**config.mk**
```make
export PLATFORM = sky130hd
export DESIGN_NAME = ghash_block_update_top
export DESIGN_NICKNAME = d
export VERILOG_FILES = /design/src/sv/gbu_pkg.sv /design/src/sv/ghash_block_update_top.sv
export VERILOG_INCLUDE_DIRS = /design/src /design/src/sv
export SDC_FILE = /design/constraint.sdc
export NUM_CORES = 2
export LEC_CHECK = 0
export BUFFER_PORTS_ARGS = -buffer_cell sky130_fd_sc_hd__buf_2
export CAP_MARGIN = 20
export CORE_MARGIN = 5
export CORE_UTILIZATION = 57
export CTS_CLUSTER_SIZE = 28
export DETAILED_ROUTE_END_ITERATION = 16
export GPL_ROUTABILITY_DRIVEN = 0
export PLACE_DENSITY = 0.81
export SKIP_LAST_GASP = 1
export SYNTH_ARGS = -nofsm -noshare
export SYNTH_HDL_FRONTEND = slang
export SYNTH_SLANG_ARGS = --single-unit
```
**constraint.sdc**
```tcl
create_clock -name clk -period 18.2 [get_ports clk]
set_clock_uncertainty 0.2 [all_clocks]
set_input_delay 0.91 -clock clk [delete_from_list [all_inputs] [get_ports clk]]
set_output_delay 0.91 -clock clk [all_outputs]
set_load 0.005 [all_outputs]
```
**src/sv/ghash_block_update_top_macros.svh**
```systemverilog
// Assertion macros for the GHASH block update.
`ifndef GHASH_BLOCK_UPDATE_TOP_MACROS_SVH
`define GHASH_BLOCK_UPDATE_TOP_MACROS_SVH

`ifndef SYNTHESIS
// Consequence holds in the same cycle as the antecedent.
`define GBU_ASSERT_NOW(label, clk, rst_n, ante, cons) \
  label: assert property (@(posedge clk) disable iff (!rst_n) (ante) |-> (cons)) \
    else $error("gbu check failed");
// Consequence holds in the cycle after the antecedent.
`define GBU_ASSERT_NEXT(label, clk, rst_n, ante, cons) \
  label: assert property (@(posedge clk) disable iff (!rst_n) (ante) |=> (cons)) \
    else $error("gbu check failed");
`else
`define GBU_ASSERT_NOW(label, clk, rst_n, ante, cons)
`define GBU_ASSERT_NEXT(label, clk, rst_n, ante, cons)
`endif

`endif

```
**src/sv/gbu_pkg.sv**
```systemverilog
// Types, codes and field helpers for the GHASH block update.
`default_nettype none
package gbu_pkg;

  localparam logic [1:0] OP_ABSORB   = 2'd0;
  localparam logic [1:0] OP_MULTIPLY = 2'd1;
  localparam logic [1:0] OP_LOAD     = 2'd2;

  localparam logic [0:0] CFG_KEY_LOW  = 1'b0;
  localparam logic [0:0] CFG_KEY_HIGH = 1'b1;

  localparam logic [7:0]   REDUCE_POLY = 8'h87;
  localparam int           DIGIT_BITS  = 8;
  localparam int           DIGITS      = 128 / DIGIT_BITS;
  localparam int           CNT_W       = $clog2(DIGITS);
  localparam logic [CNT_W-1:0] CNT_LAST = CNT_W'(DIGITS - 1);

  typedef struct packed {
    logic [1:0]  op;
    logic [63:0] block_low;
    logic [63:0] block_high;
  } gbu_in_t;

  typedef struct packed {
    logic [63:0] acc_low;
    logic [63:0] acc_high;
  } gbu_out_t;

  typedef enum logic [1:0] {
    ST_IDLE,
    ST_MUL,
    ST_HOLD
  } gbu_state_t;

  // Reverse bit order within each byte (pure wiring).
  function automatic logic [63:0] reflect_bytes(input logic [63:0] v);
    logic [63:0] r;
    for (int b = 0; b < 8; b++) begin
      for (int k = 0; k < 8; k++) begin
        r[b*8 + k] = v[b*8 + 7 - k];
      end
    end
    return r;
  endfunction

  // One digit of the Horner multiply, high coefficient bit first.
  function automatic logic [127:0] gf_digit_step(input logic [127:0] r_in,
                                                 input logic [127:0] a,
                                                 input logic [DIGIT_BITS-1:0] d);
    logic [127:0] r;
    r = r_in;
    for (int k = DIGIT_BITS - 1; k >= 0; k--) begin
      r = {r[126:0], 1'b0} ^ (r[127] ? {120'd0, REDUCE_POLY} : 128'd0);
      if (d[k]) r = r ^ a;
    end
    return r;
  endfunction

endpackage
`default_nettype wire

```
**src/sv/ghash_block_update_top.sv**
```systemverilog
// GHASH accumulator update: absorb, multiply by key, or load, with a digit-serial multiplier.
//
// Each item takes the input handshake. Absorb and multiply then run the 8-bit-per-cycle
// GF(2^128) multiplier in state MUL and move the result into the output register in
// state HOLD; a load goes straight to HOLD. HOLD waits while an unread result still
// sits in the output register. in_ready is high only while no item is in progress,
// but a finished result may sit in the output register while the next item is
// taken. The key is written through cfg_we/cfg_index/cfg_wdata; write it only while
// idle, which the block itself does not enforce. Index 0 is the low key word, index 1
// the high one, others are ignored. No clearing pass is needed after reset.
`default_nettype none
`include "ghash_block_update_top_macros.svh"
module ghash_block_update_top
  import gbu_pkg::*;
(
  input  wire logic        clk,
  input  wire logic        rst_n,
  input  wire logic        in_valid,
  output logic             in_ready,
  input  wire gbu_in_t     in_data,
  output logic             out_valid,
  input  wire logic        out_ready,
  output gbu_out_t         out_data,
  input  wire logic        cfg_we,
  input  wire logic [1:0]  cfg_index,
  input  wire logic [63:0] cfg_wdata
);

  gbu_state_t       state_r, state_nxt;
  logic [63:0]      key_lo_r, key_hi_r;
  logic [127:0]     acc_r, acc_nxt;       // {high, low} in byte order
  logic [127:0]     a_r, a_nxt;           // reflected multiplicand
  logic [127:0]     b_r, b_nxt;           // reflected key, shifted out a digit a cycle
  logic [127:0]     prod_r, prod_nxt;
  logic [CNT_W-1:0] cnt_r, cnt_nxt;
  logic             out_valid_r, out_valid_nxt;
  gbu_out_t         out_data_r, out_data_nxt;
  logic             in_acc;
  logic [63:0]      x_lo, x_hi;

  assign in_ready  = (state_r == ST_IDLE);
  assign in_acc    = in_valid && in_ready;
  assign out_valid = out_valid_r;
  assign out_data  = out_data_r;

  always_ff @(posedge clk) begin
    if (!rst_n) begin
      key_lo_r <= '0;
      key_hi_r <= '0;
    end else if (cfg_we && (cfg_index[1] == 1'b0)) begin
      if (cfg_index[0] == CFG_KEY_LOW) key_lo_r <= cfg_wdata;
      if (cfg_index[0] == CFG_KEY_HIGH) key_hi_r <= cfg_wdata;
    end
  end

  always_ff @(posedge clk) begin
    if (!rst_n) begin
      state_r     <= ST_IDLE;
      out_valid_r <= 1'b0;
      acc_r       <= '0;
      cnt_r       <= '0;
    end else begin
      state_r     <= state_nxt;
      out_valid_r <= out_valid_nxt;
      acc_r       <= acc_nxt;
      cnt_r       <= cnt_nxt;
    end
  end

  always_ff @(posedge clk) begin
    a_r        <= a_nxt;
    b_r        <= b_nxt;
    prod_r     <= prod_nxt;
    out_data_r <= out_data_nxt;
  end

  always_comb begin
    state_nxt     = state_r;
    acc_nxt       = acc_r;
    a_nxt         = a_r;
    b_nxt         = b_r;
    prod_nxt      = prod_r;
    cnt_nxt       = cnt_r;
    out_data_nxt  = out_data_r;
    out_valid_nxt = out_valid_r && !out_ready;
    x_lo          = acc_r[63:0];
    x_hi          = acc_r[127:64];

    unique case (state_r)
      ST_IDLE: begin
        if (in_acc) begin
          unique case (in_data.op)
            OP_ABSORB: begin
              x_lo      = acc_r[63:0] ^ in_data.block_low;
              x_hi      = acc_r[127:64] ^ in_data.block_high;
              state_nxt = ST_MUL;
            end
            OP_MULTIPLY: state_nxt = ST_MUL;
            OP_LOAD: begin
              acc_nxt   = {in_data.block_high, in_data.block_low};
              state_nxt = ST_HOLD;
            end
            default: state_nxt = ST_HOLD;  // unused code: accumulator unchanged
          endcase
          a_nxt    = {reflect_bytes(x_hi), reflect_bytes(x_lo)};
          b_nxt    = {reflect_bytes(key_hi_r), reflect_bytes(key_lo_r)};
          prod_nxt = '0;
          cnt_nxt  = '0;
        end
      end
      ST_MUL: begin
        prod_nxt = gf_digit_step(prod_r, a_r, b_r[127 -: DIGIT_BITS]);
        b_nxt    = {b_r[127-DIGIT_BITS:0], {DIGIT_BITS{1'b0}}};
        cnt_nxt  = cnt_r + 1'b1;
        if (cnt_r == CNT_LAST) begin
          acc_nxt   = {reflect_bytes(prod_nxt[127:64]), reflect_bytes(prod_nxt[63:0])};
          state_nxt = ST_HOLD;
        end
      end
      ST_HOLD: begin
        if (!out_valid_r || out_ready) begin
          out_data_nxt  = '{acc_low: acc_r[63:0], acc_high: acc_r[127:64]};
          out_valid_nxt = 1'b1;
          state_nxt     = ST_IDLE;
        end
      end
      default: state_nxt = ST_IDLE;
    endcase
  end

  `GBU_ASSERT_NEXT(a_mul_start, clk, rst_n,
    in_acc && (in_data.op == OP_ABSORB || in_data.op == OP_MULTIPLY),
    state_r == ST_MUL && cnt_r == '0)
  `GBU_ASSERT_NEXT(a_mul_end, clk, rst_n,
    state_r == ST_MUL && cnt_r == CNT_LAST, state_r == ST_HOLD)
  `GBU_ASSERT_NEXT(a_load, clk, rst_n, in_acc && in_data.op == OP_LOAD,
    acc_r == {$past(in_data.block_high), $past(in_data.block_low)})
  `GBU_ASSERT_NEXT(a_publish, clk, rst_n,
    state_r == ST_HOLD && (!out_valid_r || out_ready),
    out_valid_r && out_data_r.acc_low == $past(acc_r[63:0]))

endmodule
`default_nettype wire
```
Word-level counts from Yosys, hierarchy flattened
Cells that the tools add are included.
{"block": "totals", "regBits": 775, "wordCells": 100}
{"block": "op_classes", "add_sub_neg": 1, "n_eq_ne": 9, "mux": 42, "bitwise_logic": 20, "reduce_logical": 17}
{"operator": "$mux W128", "n": 20}
{"operator": "$xor A128 B128 Y128", "n": 8}
{"operator": "$xor A128 B8 Y128", "n": 8}
{"operator": "$pmux W128 S2", "n": 3}
{"operator": "$mux W64", "n": 2}
{"operator": "$xor A64 B64 Y64", "n": 2}
{"operator": "$mux W8", "n": 8}
{"operator": "$reduce_and A2 Y1", "n": 5}
{"operator": "$mux W2", "n": 4}
{"operator": "$pmux W4 S2", "n": 1}
{"operator": "$pmux W2 S3", "n": 1}
{"operator": "$add A4 B1 Y4 const B", "n": 1}
{"operator": "$eq A2 B1 Y1 const B", "n": 2}
{"operator": "$eq A2 B2 Y1 const B", "n": 2}
{"operator": "$eq A4 B4 Y1 const B", "n": 1}
{"operator": "$logic_not A2 Y1", "n": 2}
{"operator": "$mux W4", "n": 1}
{"operator": "$ne A2 B1 Y1 const B", "n": 2}
{"operator": "$ne A2 B2 Y1 const B", "n": 2}
{"operator": "$reduce_and A4 Y1", "n": 1}
{"operator": "$logic_and A1 B1 Y1", "n": 3}
{"operator": "$reduce_and A3 Y1", "n": 1}
{"operator": "$logic_not A1 Y1", "n": 2}
{"operator": "$mux W1", "n": 2}
{"operator": "other kinds (4)", "n": 5}

Depth between registers and ports, before layout
{"block": "logic_depth", "word_depth": 41, "mapped_depth": 10, "ltp_nobuf": 7}

Least setup slack after synthesis
No wires, ideal clock.
{"block": "synth_timing", "kind": "register to register", "startpoint": "register state_r[1]", "endpoint": "register b_r[0] (enable)", "setup_ns": 1.976, "arrival_ns": 5.837, "t_required_ns": 16.024, "setup_slack_ns": 10.188, "stages_incl_launch_ff": 8, "n_path_buf": 4, "period_less_slack_ns": 8.012, "cell_sequence": "dfxtp_1 > clkbuf_1 > inv_1 > nand2_1 > clkbuf_1 > clkbuf_1 > clkbuf_1 > nand2_1"}
{"block": "synth_between", "elab_chain_cells": 4, "word_cells_on_any_way": 6, "classes_between": "eq/ne (2); reduce/logical (4)"}
{"item": "start: declaration", "line": "ghash_block_update_top.sv:29", "rtl": "gbu_state_t state_r, state_nxt;"}
{"item": "start signal: assignment", "line": "ghash_block_update_top.sv:63", "rtl": "state_r <= state_nxt;"}
{"item": "$logic_not A2 Y1", "line": "ghash_block_update_top.sv:41, ghash_block_update_top.sv:89"}
{"item": "$logic_and A1 B1 Y1", "line": "ghash_block_update_top.sv:42", "rtl": "assign in_acc = in_valid && in_ready;"}
{"item": "$ne A2 B1 Y1 (no line)"}
{"item": "$reduce_and A2 Y1 (no line) (*)"}
{"item": "end signal: assignment", "line": "ghash_block_update_top.sv:72", "rtl": "b_r <= b_nxt;"}
{"item": "end: declaration", "line": "ghash_block_update_top.sv:33", "rtl": "logic [127:0] b_r, b_nxt;"}
Mark *: on every way between the ends. The rest lies on a longest branch, timed or not.
A chain may end at the register's enable or synchronous reset.

Final worst setup path
{"block": "layout_timing", "startpoint": "register state_r[0]", "endpoint": "register prod_r[26] (enable)"}
{"block": "layout_between", "elab_chain_cells": 4, "word_cells_on_any_way": 6, "classes_between": "eq/ne (2); reduce/logical (4)"}
{"item": "$logic_not A2 Y1", "line": "ghash_block_update_top.sv:41, ghash_block_update_top.sv:89"}
{"item": "$logic_and A1 B1 Y1", "line": "ghash_block_update_top.sv:42"}
{"item": "$ne A2 B1 Y1 (no line)"}
{"item": "$reduce_and A2 Y1 (no line) (*)"}
{"item": "end signal: assignment", "line": "ghash_block_update_top.sv:73", "rtl": "prod_r <= prod_nxt;"}
{"item": "end: declaration", "line": "ghash_block_update_top.sv:34", "rtl": "logic [127:0] prod_r, prod_nxt;"}
Marked as above.

==> impl_metrics.toml <==
[setup_path]
ff2ff_path_depth = 4
reg_to_reg_start = "state_r[0]$_SDFFE_PN0P_"
rr_endpoint = "prod_r[26]$_SDFFCE_PN0P_"
max_stage_delay_ns = 0.94
cp-start-kind = "register"
crit_required_ns = 18.24
critPathArrivalTime_ns = 4.52
worst_path_slowest_cell = "buf_4"
critical_path_peak_fanout = 81
timing.reg2reg.setup_slack_ns = 13.73
cp_endpoint_kind = "register"
critical_path_class = "reg -> reg"
path_cells = "nand2_4, nand2_4, buf_4, buf_4"

[clocking]
clock-root-buffer = "clkbuf_16"
clock_tree.buffer_depth = 3
cts_tree = "yes"
cts_buffers = 82
post_cts_buffers = 0
clkTransAtPathRegs_ns = 0.06
post_cts_resize_count = 0
cts_hold_buf = 0
clock_sink_count = 775
cts.htree.levels = 3
clkLatencyLatePin_ns = 0.65

[timing]
timing.final.crit_period_ns = 4.48
worstMarginPinSlew_ns = 1.21
final_hold_viol_count = 0
sum_of_negative_setup_slack_ns = 0
fmax_mhz = 223
finalSetupViolations = 0
timing_max_transition_violations_final = 0
rsz_0062_raised_after_global_routing = "false"
slew-limit-headroom = 0.196
layout_worst_path_cycle_share = 0.246

[synthesis]
post_synth_instance_area_um2 = 43800
main_area_contributors_after_synthesis = "edfxtp_1 35%, nand2_1 17%, xnor2_1 15%"
postSynthNetCount = 4891
synth_top_area_frac = 0.351
synth_area_leader_cell = "edfxtp_1"
postSynth.asyncResetShare = 0
synth.distinct_cells = 49
ys.warnings.count = 0
yosys_most_used_dff = "edfxtp_1"
syn_avg_cell_area_um2 = 9.34
syn-instance-count = 4689
number_of_synthesized_flops_with_an_enable_pin = 512
ys_seq_area_frac = 0.471
ys_ff_latch = 775

[die]
num_io_pins = 331
fp_rows = 101
placeableCoreArea_um2 = 76100
die_x_um = 287
design.die.area_um2 = 82500
die_height_um = 287
initial_utilization = 0.576

[route]
drt_drc_violations_left = 0
dr_total_vias = 32800
ant_nets = 0
drt_pre_antenna_iters = 6
viasPerCell = 5.60
postRouteWirelength_mm = 114
drt-initial-drc-count = 3665
average_routed_wire_per_standard_cell_um = 19.5

[finish]
finalCoreUtilization = 0.637
synthToLayoutAreaGrowth_pct = 10.6
seqCellArea_um2 = 20600
design_area_um2 = 48400
layout_commonest_cell = "nand2_1"
most-common-layout-cells = "2005 x nand2_1, 737 x xnor2_1, 512 x edfxtp_1, 329 x buf_2, 263 x dfxtp_1"
drive_gt1_frac = 0.133
final_net_count = 4944
nFillCells = 5981
finish.cell_count_without_fillers = 5853
multi_input_comb_area_um2 = 21600

[grt]
grt_remaining_overflow = 0
globalRouteTotalUtil = 0.269
antenna_found_initial = 22
grtUsageMet3 = 0.0595
grt_start_max_net_pins = 205
grt.met2_usage = 0.445
grt_pass1_wl_mm = 178
via_count_of_the_first_global_routing_pass = 31600
global_routing_met1_resource_utilization = 0.359
grt.busiest_layer = "met2"

[worst_hold_path]
hold_path.class = "reg -> reg"
hold-path-endpoint = "key_hi_r[16]$_SDFFE_PN0P_"
timing.hold.worst.start = "key_hi_r[16]$_SDFFE_PN0P_"
min_path_cells = 2

[pwr]
p_leak_nw = 19.3
worst_ir_drop_vdd_uv = 88.8
design_power_total_mw = 5.61
powerDensity_nw_per_um2 = 116

[run]
max-cap-violations = 0

[place]
numPlacedInstances = 5688
numPortBuffers = 330
place_area_um2 = 45500
place_hpwl_mm = 72.3

[status]
status = "finished clean"
cells in the mapped netlist, types with 3 or more instances:
cell type  number
buf_4           5
a211oi_1        5
and2_1          3
edfxtp_1      512
xor2_1        163
buf_2          67
nand3_1         9
o21ai_0        12
nand2_1      2007
inv_1           4
dfxtp_1       263
nor2b_1        13
nor2_1        135
buf_1          26
xnor2_2         4
xnor2_1       737
nand2b_1        3
o221a_2       114
nor3_1          8
clkbuf_1      298
xnor3_1       132
a21oi_1       138
area by class of cell:
type,instances,area share
Clock inverter,47,0.0139
Sequential cell,775,0.426
Tap cell,1030,0.0266
Antenna cell,13,0.000671
Clock buffer,105,0.0465
Multi-Input combinational cell,3513,0.446
Inverter,4,0.000387
Timing Repair Buffer,366,0.0400
kinds of logic after synthesis:
family / Yosys count / synth area share
and+or+nand+nor: 2188 / 0.190
xor gates and xnor gates: 1040 / 0.251
DFF: 775 / 0.471
buffers and inverters: 401 / 0.0369
AOI/OAI and AO/OA: 280 / 0.0495
muxes: 4 / 0.000971
adders and majority gates: 1 / 0.000286
how the worst max path moves through the flow:
| stage | start | endpoint | slack [ns] | cells past startpoint |
|---|---|---|---|---|
| 3_5_place_dp | state_r[0]$_SDFFE_PN0P_ | b_r[106]$_DFFE_PP_ | 13.69 | 4 |
| 2_1_floorplan | state_r[1]$_SDFFE_PN0P_ | b_r[0]$_SDFFCE_PP0P_ | 10.19 | 7 |
| 5_1_grt | state_r[0]$_SDFFE_PN0P_ | prod_r[26]$_SDFFCE_PN0P_ | 13.44 | 4 |
| 3_3_place_gp | state_r[0]$_SDFFE_PN0P_ | prod_r[26]$_SDFFCE_PN0P_ | 13.75 | 4 |
| 6_report | state_r[0]$_SDFFE_PN0P_ | prod_r[26]$_SDFFCE_PN0P_ | 13.73 | 4 |
| 4_1_cts | state_r[0]$_SDFFE_PN0P_ | b_r[110]$_DFFE_PP_ | 13.67 | 4 |
registers in the layout, indices dropped and copies added, names as in the netlist, 4 cells and up:
name,count
a_r,128
key_hi_r,64
cnt_r,4
prod_r,128
acc_r,128
key_lo_r,64
b_r,128
out_data,128
layer usage:
metal / vias up / wire (um)
met4: 22 / 2850
met2: 1656 / 55100
li1: 15100 / -
met3: 224 / 12000
met1: 15700 / 44000
met5: - / 130
power breakdown:
part	switching (mW)	internal, mW
combinational	0.751	0.787
sequential	0.169	2.09
clock	0.740	1.07
total	1.66	3.95
critical path, delay by kind of cell (launching register included):
family | cells | cell delay [ns]
AND/OR/NAND/NOR | 2 | 1.51
buffers and inverters | 2 | 1.72
flip-flops | 1 | 0.57
metrics by stage:
stage | setup WS [ns] | hold slack [ns]
6_report | 13.73 | 0.253
5_1_grt | 13.44 | 0.271
4_1_cts | 13.67 | 0.255
3_5_place_dp | 13.69 | 0.246
3_3_place_gp | 13.75 | 0.237
2_1_floorplan | 10.19 | 0.232
No activity file was read; power rests on OpenSTA's default activity.
